File: config.mk
export PLATFORM = sky130hd
export DESIGN_NAME = char_lcd_transfer_formatter
export DESIGN_NICKNAME = d
export VERILOG_FILES = /design/src/clcd_pkg.sv /design/src/clcd_fifo.sv /design/src/clcd_front.sv /design/src/clcd_back.sv /design/src/char_lcd_transfer_formatter.sv
export SDC_FILE = /design/constraint.sdc
export NUM_CORES = 1
export LEC_CHECK = 0
export BUFFER_PORTS_ARGS = -buffer_cell sky130_fd_sc_hd__buf_2
export CAP_MARGIN = 20
export CORE_MARGIN = 8
export CORE_UTILIZATION = 55
export CTS_CLUSTER_DIAMETER = 100
export DETAILED_ROUTE_END_ITERATION = 12
export HOLD_SLACK_MARGIN = 0.08
export PLACE_DENSITY = 0.73
export SLEW_MARGIN = 20
export SYNTH_ARGS = -nofsm -noshare
export SYNTH_HDL_FRONTEND = slang
export SYNTH_SLANG_ARGS = --single-unit
File: constraint.sdc
create_clock -name clk -period 7.4 [get_ports clk]
set_input_delay 0.74 -clock clk [delete_from_list [all_inputs] [get_ports clk]]
set_output_delay 0.74 -clock clk [all_outputs]
set_load 0.03 [all_outputs]
File: src/clcd_pkg.sv
// Shared types and constants for the character-LCD transfer formatter.
`default_nettype none
package clcd_pkg;

  typedef enum logic [1:0] {
    KIND_CMD    = 2'd0,
    KIND_CHAR   = 2'd1,
    KIND_CURSOR = 2'd2,
    KIND_NUMBER = 2'd3
  } kind_t;

  typedef enum logic [1:0] {
    FS_IDLE,
    FS_MUL,
    FS_DIV,
    FS_EMIT
  } front_state_t;

  // one byte queued for the bus side
  typedef struct packed {
    logic [7:0] data;
    logic       rs;
    logic       last;
  } byte_entry_t;

  localparam logic [7:0]  CURSOR_ROW1  = 8'h80;
  localparam logic [7:0]  CURSOR_ROW2  = 8'hC0;
  localparam logic [7:0]  ASCII_ZERO   = 8'h30;
  localparam int          DIGIT_CAP    = 10;
  // floor(x/10) = (x * RECIP) >> 35 for any 32-bit x
  localparam logic [31:0] DIV10_RECIP  = 32'hCCCCCCCD;
  localparam int          DIV10_SHIFT  = 35;
  localparam logic        CFG_SEL_FOUR = 1'b0;
  localparam logic        RS_COMMAND   = 1'b0;
  localparam logic        RS_DATA      = 1'b1;

endpackage
`default_nettype wire

File: src/clcd_fifo.sv
// Small register queue between the request front end and the bus back end.
`default_nettype none
module clcd_fifo #(
  parameter int DEPTH = 2
) (
  input  wire logic                 clk,
  input  wire logic                 rst_n,
  input  wire logic                 push,
  input  wire clcd_pkg::byte_entry_t push_entry,
  output logic                      full,
  input  wire logic                 pop,
  output clcd_pkg::byte_entry_t     pop_entry,
  output logic                      not_empty
);

  localparam int PTRW = (DEPTH > 1) ? $clog2(DEPTH) : 1;
  localparam int CNTW = $clog2(DEPTH + 1);

  clcd_pkg::byte_entry_t mem_r [DEPTH];
  logic [PTRW-1:0] wr_ptr_r, wr_ptr_nxt;
  logic [PTRW-1:0] rd_ptr_r, rd_ptr_nxt;
  logic [CNTW-1:0] count_r, count_nxt;
  logic            do_push, do_pop;

  assign full      = (count_r == CNTW'(DEPTH));
  assign not_empty = (count_r != '0);
  assign do_push   = push && !full;
  assign do_pop    = pop && not_empty;
  assign pop_entry = mem_r[rd_ptr_r];

  always_comb begin
    wr_ptr_nxt = wr_ptr_r;
    rd_ptr_nxt = rd_ptr_r;
    count_nxt  = count_r;
    if (do_push) begin
      wr_ptr_nxt = (wr_ptr_r == PTRW'(DEPTH - 1)) ? '0 : wr_ptr_r + PTRW'(1);
    end
    if (do_pop) begin
      rd_ptr_nxt = (rd_ptr_r == PTRW'(DEPTH - 1)) ? '0 : rd_ptr_r + PTRW'(1);
    end
    if (do_push && !do_pop) begin
      count_nxt = count_r + CNTW'(1);
    end else if (do_pop && !do_push) begin
      count_nxt = count_r - CNTW'(1);
    end
  end

  always_ff @(posedge clk) begin
    if (!rst_n) begin
      wr_ptr_r <= '0;
      rd_ptr_r <= '0;
      count_r  <= '0;
    end else begin
      wr_ptr_r <= wr_ptr_nxt;
      rd_ptr_r <= rd_ptr_nxt;
      count_r  <= count_nxt;
    end
  end

  always_ff @(posedge clk) begin
    if (do_push) begin
      mem_r[wr_ptr_r] <= push_entry;
    end
  end

endmodule
`default_nettype wire

File: src/clcd_front.sv
// Request front end: classifies requests, converts numbers to digits, queues bytes.
`default_nettype none
module clcd_front #(
  parameter int MAX_DIGITS   = 10,
  parameter int LINE_COLUMNS = 16
) (
  input  wire logic                  clk,
  input  wire logic                  rst_n,
  input  wire logic                  req_valid,
  output logic                       req_ready,
  input  wire clcd_pkg::kind_t       req_kind,
  input  wire logic [7:0]            req_byte,
  input  wire logic [1:0]            req_row,
  input  wire logic [4:0]            req_column,
  input  wire logic [31:0]           req_number,
  output logic                       q_push,
  output clcd_pkg::byte_entry_t      q_entry,
  input  wire logic                  q_full
);

  localparam int CAP  = (MAX_DIGITS < clcd_pkg::DIGIT_CAP) ? MAX_DIGITS : clcd_pkg::DIGIT_CAP;
  localparam int IDXW = (CAP > 1) ? $clog2(CAP) : 1;
  localparam int QW   = 64 - clcd_pkg::DIV10_SHIFT;

  clcd_pkg::front_state_t state_r, state_nxt;
  logic [31:0]     cur_r, cur_nxt;
  logic [63:0]     prod_r;
  logic [3:0]      digit_count_r, digit_count_nxt;
  logic [IDXW-1:0] idx_r, idx_nxt;
  logic [3:0]      digit_store_r [CAP];
  logic            store_we;
  logic [IDXW-1:0] store_addr;
  logic [3:0]      store_data;

  logic [QW-1:0]   quot;
  logic [31:0]     quot_x10;
  logic [31:0]     diff;
  logic            in_range;
  logic [7:0]      cursor_cmd;

  assign quot     = prod_r[63:clcd_pkg::DIV10_SHIFT];
  assign quot_x10 = {quot, 3'b000} + {2'b00, quot, 1'b0};
  assign diff     = cur_r - quot_x10;

  always_comb begin
    in_range = (req_row == 2'd1 || req_row == 2'd2) && (req_column != 5'd0)
               && (32'(req_column) <= LINE_COLUMNS);
    if (!in_range) begin
      cursor_cmd = clcd_pkg::CURSOR_ROW1;
    end else if (req_row == 2'd1) begin
      cursor_cmd = clcd_pkg::CURSOR_ROW1 + {3'b000, req_column} - 8'd1;
    end else begin
      cursor_cmd = clcd_pkg::CURSOR_ROW2 + {3'b000, req_column} - 8'd1;
    end
  end

  always_comb begin
    state_nxt       = state_r;
    cur_nxt         = cur_r;
    digit_count_nxt = digit_count_r;
    idx_nxt         = idx_r;
    req_ready       = 1'b0;
    q_push          = 1'b0;
    q_entry         = '0;
    store_we        = 1'b0;
    store_addr      = digit_count_r[IDXW-1:0];
    store_data      = diff[3:0];
    unique case (state_r)
      clcd_pkg::FS_IDLE: begin
        req_ready = !q_full;
        if (req_valid && !q_full) begin
          unique case (req_kind)
            clcd_pkg::KIND_CMD: begin
              q_push  = 1'b1;
              q_entry = '{data: req_byte, rs: clcd_pkg::RS_COMMAND, last: 1'b1};
            end
            clcd_pkg::KIND_CHAR: begin
              q_push  = 1'b1;
              q_entry = '{data: req_byte, rs: clcd_pkg::RS_DATA, last: 1'b1};
            end
            clcd_pkg::KIND_CURSOR: begin
              q_push  = 1'b1;
              q_entry = '{data: cursor_cmd, rs: clcd_pkg::RS_COMMAND, last: 1'b1};
            end
            clcd_pkg::KIND_NUMBER: begin
              cur_nxt = req_number;
              if (req_number == 32'd0) begin
                store_we        = 1'b1;
                store_addr      = '0;
                store_data      = 4'd0;
                digit_count_nxt = 4'd1;
                idx_nxt         = '0;
                state_nxt       = clcd_pkg::FS_EMIT;
              end else begin
                digit_count_nxt = 4'd0;
                state_nxt       = clcd_pkg::FS_MUL;
              end
            end
            default: ;
          endcase
        end
      end
      clcd_pkg::FS_MUL: begin
        state_nxt = clcd_pkg::FS_DIV;
      end
      clcd_pkg::FS_DIV: begin
        store_we        = 1'b1;
        digit_count_nxt = digit_count_r + 4'd1;
        cur_nxt         = 32'(quot);
        if (quot == '0 || digit_count_nxt == 4'(CAP)) begin
          idx_nxt   = digit_count_r[IDXW-1:0];
          state_nxt = clcd_pkg::FS_EMIT;
        end else begin
          state_nxt = clcd_pkg::FS_MUL;
        end
      end
      clcd_pkg::FS_EMIT: begin
        if (!q_full) begin
          q_push  = 1'b1;
          q_entry = '{data: clcd_pkg::ASCII_ZERO + {4'b0000, digit_store_r[idx_r]},
                      rs: clcd_pkg::RS_DATA, last: (idx_r == '0)};
          if (idx_r == '0) begin
            state_nxt = clcd_pkg::FS_IDLE;
          end else begin
            idx_nxt = idx_r - IDXW'(1);
          end
        end
      end
      default: state_nxt = clcd_pkg::FS_IDLE;
    endcase
  end

  always_ff @(posedge clk) begin
    if (!rst_n) begin
      state_r       <= clcd_pkg::FS_IDLE;
      digit_count_r <= 4'd0;
    end else begin
      state_r       <= state_nxt;
      digit_count_r <= digit_count_nxt;
    end
  end

  always_ff @(posedge clk) begin
    cur_r  <= cur_nxt;
    idx_r  <= idx_nxt;
    prod_r <= 64'(cur_r) * 64'(clcd_pkg::DIV10_RECIP);
    if (store_we) begin
      digit_store_r[store_addr] <= store_data;
    end
  end

endmodule
`default_nettype wire

File: src/clcd_back.sv
// Bus back end: splits queued bytes into nibble or byte transfers on the output register.
`default_nettype none
module clcd_back (
  input  wire logic                  clk,
  input  wire logic                  rst_n,
  input  wire logic                  four_bit_bus,
  input  wire logic                  q_not_empty,
  input  wire clcd_pkg::byte_entry_t q_entry,
  output logic                       q_pop,
  output logic                       out_valid,
  input  wire logic                  out_ready,
  output logic [7:0]                 out_value,
  output logic                       out_rs,
  output logic                       out_last
);

  logic                  valid_r, valid_nxt;
  logic                  low_pending_r, low_pending_nxt;
  clcd_pkg::byte_entry_t held_r, held_nxt;
  logic [7:0]            value_r, value_nxt;
  logic                  rs_r, rs_nxt;
  logic                  last_r, last_nxt;
  logic                  load;

  assign load      = !valid_r || out_ready;
  assign out_valid = valid_r;
  assign out_value = value_r;
  assign out_rs    = rs_r;
  assign out_last  = last_r;

  always_comb begin
    valid_nxt       = valid_r;
    low_pending_nxt = low_pending_r;
    held_nxt        = held_r;
    value_nxt       = value_r;
    rs_nxt          = rs_r;
    last_nxt        = last_r;
    q_pop           = 1'b0;
    if (load) begin
      if (low_pending_r) begin
        valid_nxt       = 1'b1;
        value_nxt       = {4'h0, held_r.data[3:0]};
        rs_nxt          = held_r.rs;
        last_nxt        = held_r.last;
        low_pending_nxt = 1'b0;
      end else if (q_not_empty) begin
        q_pop     = 1'b1;
        valid_nxt = 1'b1;
        rs_nxt    = q_entry.rs;
        held_nxt  = q_entry;
        if (four_bit_bus) begin
          value_nxt       = {4'h0, q_entry.data[7:4]};
          last_nxt        = 1'b0;
          low_pending_nxt = 1'b1;
        end else begin
          value_nxt = q_entry.data;
          last_nxt  = q_entry.last;
        end
      end else begin
        valid_nxt = 1'b0;
      end
    end
  end

  always_ff @(posedge clk) begin
    if (!rst_n) begin
      valid_r       <= 1'b0;
      low_pending_r <= 1'b0;
    end else begin
      valid_r       <= valid_nxt;
      low_pending_r <= low_pending_nxt;
    end
  end

  always_ff @(posedge clk) begin
    held_r  <= held_nxt;
    value_r <= value_nxt;
    rs_r    <= rs_nxt;
    last_r  <= last_nxt;
  end

endmodule
`default_nettype wire

File: src/char_lcd_transfer_formatter.sv
// Top level of the character-LCD transfer formatter.
//
//   port group  direction  role
//   in_*        slave      requests: tuser kind, tdata byte/row/column/number
//   out_*       master     bus transfers: tdata value, tuser register select, tlast
//   cfg_*       APB slave  register four_bit_bus at byte address 0
//
// Command, character and cursor requests are taken one a cycle while the queue has room.
// A number is worked in a divide-by-ten loop, each digit taking a reciprocal multiply step
// and then a subtract step; its digits, up to 10, are then queued most significant first.
// The back end sends one transfer per cycle from its output register while out_tready is
// high; in_tready drops while a number is worked or the queue is full.
// Reset is synchronous, rst_n low.
`default_nettype none
module char_lcd_transfer_formatter #(
  parameter int MAX_DIGITS   = 10,
  parameter int LINE_COLUMNS = 16
) (
  input  wire logic        clk,
  input  wire logic        rst_n,
  input  wire logic        in_tvalid,
  output logic             in_tready,
  // [7:0] byte_value, [9:8] row, [14:10] column, [46:15] number, [47] zero
  input  wire logic [47:0] in_tdata,
  // [1:0] kind
  input  wire logic [1:0]  in_tuser,
  output logic             out_tvalid,
  input  wire logic        out_tready,
  // [7:0] bus_value
  output logic [7:0]       out_tdata,
  // [0] register_select
  output logic [0:0]       out_tuser,
  output logic             out_tlast,
  input  wire logic        cfg_psel,
  input  wire logic        cfg_penable,
  input  wire logic        cfg_pwrite,
  input  wire logic [2:0]  cfg_paddr,
  input  wire logic [31:0] cfg_pwdata,
  output logic [31:0]      cfg_prdata,
  output logic             cfg_pready
);

  logic                  four_bit_r;
  logic                  cfg_write;
  logic                  q_push, q_full, q_pop, q_not_empty;
  clcd_pkg::byte_entry_t q_in, q_out;

  assign cfg_pready = 1'b1;
  assign cfg_write  = cfg_psel && cfg_penable && cfg_pwrite && cfg_pready
                      && (cfg_paddr[2] == clcd_pkg::CFG_SEL_FOUR);
  assign cfg_prdata = (cfg_paddr[2] == clcd_pkg::CFG_SEL_FOUR) ? {31'd0, four_bit_r} : 32'd0;

  always_ff @(posedge clk) begin
    if (!rst_n) begin
      four_bit_r <= 1'b1;
    end else if (cfg_write) begin
      four_bit_r <= cfg_pwdata[0];
    end
  end

  clcd_front #(
    .MAX_DIGITS   (MAX_DIGITS),
    .LINE_COLUMNS (LINE_COLUMNS)
  ) u_front (
    .clk        (clk),
    .rst_n      (rst_n),
    .req_valid  (in_tvalid),
    .req_ready  (in_tready),
    .req_kind   (clcd_pkg::kind_t'(in_tuser)),
    .req_byte   (in_tdata[7:0]),
    .req_row    (in_tdata[9:8]),
    .req_column (in_tdata[14:10]),
    .req_number (in_tdata[46:15]),
    .q_push     (q_push),
    .q_entry    (q_in),
    .q_full     (q_full)
  );

  clcd_fifo #(
    .DEPTH (2)
  ) u_fifo (
    .clk        (clk),
    .rst_n      (rst_n),
    .push       (q_push),
    .push_entry (q_in),
    .full       (q_full),
    .pop        (q_pop),
    .pop_entry  (q_out),
    .not_empty  (q_not_empty)
  );

  clcd_back u_back (
    .clk          (clk),
    .rst_n        (rst_n),
    .four_bit_bus (four_bit_r),
    .q_not_empty  (q_not_empty),
    .q_entry      (q_out),
    .q_pop        (q_pop),
    .out_valid    (out_tvalid),
    .out_ready    (out_tready),
    .out_value    (out_tdata),
    .out_rs       (out_tuser[0]),
    .out_last     (out_tlast)
  );

endmodule
`default_nettype wire

# [Word-level counts from Yosys, hierarchy flattened]
# Memory sizes are Yosys's and may differ from the RTL's. A register that Yosys moved wholly into a read port is not among the register bits.
# Index checks and enable logic that the tools add are counted.
[word_totals] reg_bits=129 ram_bits=60 in_bits=92 output_inout_bits=45 wordCells=159 memories=2
[mem_list] memory="u_front.digit_store_r" depth=10 width=4 rd=1 rd_clocked_by_memory_dff=1 write_ports=1 line="clcd_front.sv:30" rtl="logic [3:0] digit_store_r [CAP];"
[mem_list] memory="u_fifo.mem_r" depth=2 width=10 rd=1 rd_clocked_by_memory_dff=1 write_ports=1 line="clcd_fifo.sv:19" rtl="clcd_pkg::byte_entry_t mem_r [DEPTH];"
[op_classes] addsub=13 n_mul=1 n_lt_le_gt_ge=1 n_eq_ne=17 muxes=71 bitwise_logic=2 reduce_logical=34
[op_table] operator="$mux W4" n=18
[op_table] operator="$mul A32 B32 Y64 const B" n=1
[op_table] operator="$mux W32" n=2
[op_table] operator="$pmux W32 S2" n=1
[op_table] operator="$logic_not A32 Y1" n=1
[op_table] operator="$mux W8" n=4
[op_table] operator="$pmux W10 S3" n=1
[op_table] operator="$logic_not A29 Y1" n=1
[op_table] operator="$mux W1" n=29
[op_table] operator="$mux W10" n=2
[op_table] operator="$pmux W10 S2" n=1
[op_table] operator="$mux W2" n=8
[op_table] operator="$sub A8 B1 Y8 const B" n=2
[op_table] operator="$eq A2 B2 Y1 const B" n=6
[op_table] operator="$pmux W4 S3" n=1
[op_table] operator="$logic_and A1 B1 Y1" n=10
[op_table] operator="$add A7 B6 Y8 const A" n=1
[op_table] operator="$add A8 B5 Y8 const A" n=1
[op_table] operator="$ne A2 B1 Y1 const B" n=4
[op_table] operator="$pmux W2 S4" n=1
[op_table] operator="$pmux W4 S2" n=1
[op_table] operator="$reduce_bool A2 Y1" n=4
[op_table] operator="$add A6 B4 Y7 const A" n=1
[op_table] operator="$reduce_and A7 Y1" n=1
[op_table] operator="other kinds (23)" n=37

# [Logic depth before layout (Yosys ltp)]
[logic_depth] depth_word=10 depth_mapped=26

# [Modules after synthesis]
# A second synthesis with hierarchy kept.
[hier_totals] cells_unflattened=2220 area_unflattened_um2=23830.4
[by_module_without_submodules] mod="clcd_front" n_inst=1 cells_each=2075 area_each_um2=21814.7 seq_area_each_um2=3062.9
[by_module_without_submodules] mod="clcd_fifo" n_inst=1 cells_each=57 area_each_um2=948.4 seq_area_each_um2=700.7
[by_module_without_submodules] mod="clcd_back" n_inst=1 cells_each=48 area_each_um2=747.0 seq_area_each_um2=520.5
[by_module_without_submodules] mod="char_lcd_transfer_formatter" n_inst=1 cells_each=40 area_each_um2=320.3 seq_area_each_um2=20.0

# [Least setup slack after synthesis]
# OpenSTA, ideal clock, no wires.
[synth_path] path_kind="register -> register" from="register u_front.cur_r[18]" to="register u_front.prod_r[59]" setup_time_ns=0.120 arrival_time_ns=6.536 required_ns=7.280 slack_ns=0.744 stages_incl_launch_ff=26 path_buffers=1 synth_period_minus_slack_ns=6.656 path_cell_list="edfxtp_1 -> ha_1 -> inv_1 -> fa_1 -> inv_1 -> fa_1 -> inv_1 -> fa_1 -> inv_1 -> fa_1 -> fa_1 -> fa_1 -> inv_1 -> fa_1 -> inv_1 -> ha_1 -> buf_2 -> and4_1 -> nand2_1 -> nor2_2 -> o2111ai_2 -> nand3_2 -> a21oi_2 -> or4b_1 -> and3_1 -> xnor2_1"
[synth_between] elab_chain_len=1
[synth_rtl] item="start: declaration" line="clcd_front.sv:26" rtl="logic [31:0] cur_r, cur_nxt;"
[synth_rtl] item="start signal: assignment" line="clcd_front.sv:144" rtl="cur_r <= cur_nxt;"
[synth_rtl] item="$mul A32 B32 Y64" line="clcd_front.sv:146" rtl="prod_r <= 64'(cur_r) * 64'(clcd_pkg::DIV10_RECIP);"
[synth_rtl] item="end signal: assignment" line="clcd_front.sv:146"
[synth_rtl] item="end: declaration" line="clcd_front.sv:27" rtl="logic [63:0] prod_r;"
# Every way passes these cells.
# A chain may end at the register's enable or synchronous reset.

# [Final worst setup path]
[layout_path] from="register u_front.cur_r[12]" to="register u_front.prod_r[59]"
# The elaborated chain is that of the path after synthesis.

==> run_results.csv <==
group,metric,value,unit
drt,top_layer,"met4",
status,status,"completed",
timing,layout_min_cycle_time,7.13,ns
setup_path,cp.arrival,7.48,ns
setup_path,crit_required,7.74,ns
die,die-area,50300,sq um
drt,drt_pass1_iterations,5,
drt,m1WireLength,25400,um
setup_path,critical_path.top_delay_family,"adder cells",
placed_design,port_buffers,70,
global_routing,grt_max_degree,48,
drt,drt_iter0_drc,1160,
yosys,synthCells,2239,
placed_design,gp_congestion,1.02,
die,die_w,224,um
drt,drc,0,
global_routing,grt.overflow.total,0,
yosys,synth.cell_area,23800,sq um
placed_design,hpwl,56900,um
timing,finalSetupViolCount,0,
yosys,yosysUniqueCellTypes,76,
cts,cts_tree,"yes",
final_layout,drive_above_1_share,12.1,%
drt,vias,16600,
yosys,avgSynthCellArea,10.6,sq um
job,max_cap_violations,0,
worst_hold_path,min_path_type,"in -> reg",
setup_path,critPathMaxFanout,6,
timing,finalClockSkew,0.0127,ns
cts,h-tree-depth,4,
timing,slew_headroom,30.6,%
cts,cts-root-buf,"clkbuf_16",
die,num_rows,76,
timing,max_freq,140,MHz
cts,cts_buffers,17,
final_layout,antenna_cells,0,
yosys,synthTopCellsByArea,"fa_1 (32%), ha_1 (19%), edfxtp_1 (14%), inv_1 (8.9%), dfxtp_1 (3.9%)",
placed_design,dp.cells,2942,
cts,cts_buffer_depth,2,
timing,slew_violations,0,
timing,tightest_slew,1.04,ns
final_layout,fin_cells,2992,
drt,wl,65200,um
drt,detail-route-antenna-nets,0,
drt,route.met3.wl,4390,um
global_routing,grt_use_total,26.6,%
drt,via_per_inst,5.54,
setup_path,end_kind,"flop",
drt,post_drt_wl_per_cell,21.8,um
final_layout,utilization,60.7,%
global_routing,grt_pass1_vias,18300,
setup_path,crit_top_cell,"fa_1",
setup_path,crit_chain,"ha_1 -> inv_1 -> fa_1 -> inv_1 -> fa_1 -> inv_1 -> fa_1 -> inv_1 -> fa_1 -> fa_1 -> fa_1 -> fa_1 -> ha_1 -> and4_1 -> nand2_1 -> nor2_2 -> o2111ai_2 -> nand3_2 -> a21oi_2 -> or4b_1 -> and3_1 -> xnor2_1",
yosys,ys_ff_latch,159,
yosys,async_flop_share,0,%
yosys,synth_edf_count,112,
setup_path,worst_path_max_delay_cell,"edfxtp_1",
die,core-area,43000,sq um
cts,clock-sinks,159,
setup_path,startpoint_type,"flop",
setup_path,worstSetupPathType,"reg -> reg",
final_layout,nets,3235,
timing,min_period_over_period,96.4,%
final_layout,n_fill_cell,3565,
global_routing,grt_pass1_wl,101000,um
yosys,synth-seq-area-share,18.1,%
setup_path,max_stage_delay,0.59,ns
yosys,yosys_most_used_dff,"edfxtp_1",
yosys,synth_area_leader_cell,"fa_1",
timing,hold_violations,0,
global_routing,antenna_found_initial,0,
die,chipHeight,224,um
final_layout,syn2layout_area_growth,9.50,%
setup_path,cp_num_buf_inv,4,
drt,wl_met2,30600,um
yosys,yosys.area.top_type_share,32.4,%
cts,worst_skew_pair.late_latency,0.46,ns
timing,tns,0,ns
cts,path_clk_slew,0.08,ns
die,start_util,55.5,%
die,io_pins,137,
yosys,yosysWarnings,0,
logic make-up (layout without fill, tap and decap cells):
| family | after synthesis | after routing | synth area share [%] |
|---|---|---|---|
| adder cells (fa/ha/maj) | 749 | 749 | 51.5 |
| buffers and inverters | 637 | 775 | 10.6 |
| AND/OR/NAND/NOR | 280 | 280 | 5.82 |
| AO/OA/AOI/OAI | 262 | 262 | 7.59 |
| flip-flops | 159 | 159 | 18.1 |
| XOR/XNOR | 89 | 89 | 3.27 |
| multiplexers | 61 | 61 | 3.20 |
| other | 2 | 32 | 0.0315 |
path summary, 6_finish.rpt:
path / from / end / slack, ns / depth (start not counted)
max reg2reg: u_front.cur_r[12] / u_front.prod_r[59] / 0.27 / 22
min: cfg_pwdata[0] / four_bit_r / 0.51 / 3
min reg2reg: u_back.held_r[5] / u_back.out_value[3] / 0.53 / 2
max: u_front.cur_r[12] / u_front.prod_r[59] / 0.27 / 22
metal layers:
layer  vias to the layer above  GRT usage (%)
met1                      8264           32.1
met5                         -              0
met3                       196           5.09
met2                       657           43.7
met4                         0           17.0
li1                       7459              -
layout make-up:
class,instances,area [sq um],share of cell area (%)
inverters,565,2120,8.12
clock inverters,15,180,0.690
repair buffers,178,1170,4.50
well taps,585,732,2.80
clock buffers,17,425,1.63
multi-input cells,1473,17200,65.8
flip-flops and latches,159,4300,16.5
what timing repair did:
item	4_1_cts	5_1_grt
resized for setup	0	7
hold buffers	0	0
hold endpoints to repair	0	0
buffers inserted	0	18
endpoints found under the setup margin	0	8
cell usage in the layout, fill, tap and decap left out, drive strengths merged, types with 50 or more instances in the layout:
cell,n
inv,573
fa,386
ha,363
buf,178
edfxtp,112
nand2,89
a21oi,68
a21o,60
xor2,50
nor2,50
through the flow:
step	instance area, sq um	setup WS (ns)	hold WS [ns]
after floorplan	24000	0.744	0.492
after global placement	25300	0.216	0.514
after detailed placement	25300	0.212	0.520
after CTS	25900	0.189	0.492
after global routing	26100	-0.0131	0.514
final	26100	0.268	0.507
tightest hold or removal path, stage by stage:
cell and delay [ns]:
buf_2 0.08, mux2i_1 0.06, nand2_1 0.06
registers in the layout (all words and copies together) (netlist names), 2 cells and up, named ones only:
register,flops
u_front.cur_r,32
u_fifo.count_r,2
u_fifo.mem_r,20
u_front.digit_count_r,4
u_front.digit_store_r,40
u_front.prod_r,29
u_front.idx_r,4
u_front.state_r,2
u_back.out_value,8
u_back.held_r,6
synthesized netlist by cell type, drive strengths merged (11+ instances only):
cell type,n
a21o,60
a21oi,68
and2,12
buf,40
clkbuf,32
dfxtp,47
edfxtp,112
fa,386
ha,363
inv,565
mux2,42
mux2i,11
nand2,89
nand3,16
nand4,18
nor2,50
nor2b,16
nor3,25
nor4,18
o21ai,46
xnor2,39
xor2,50
Power is left out: the tool's default activity adds up to more than one toggle a clock period on the data nets, which glitch-free logic cannot reach.
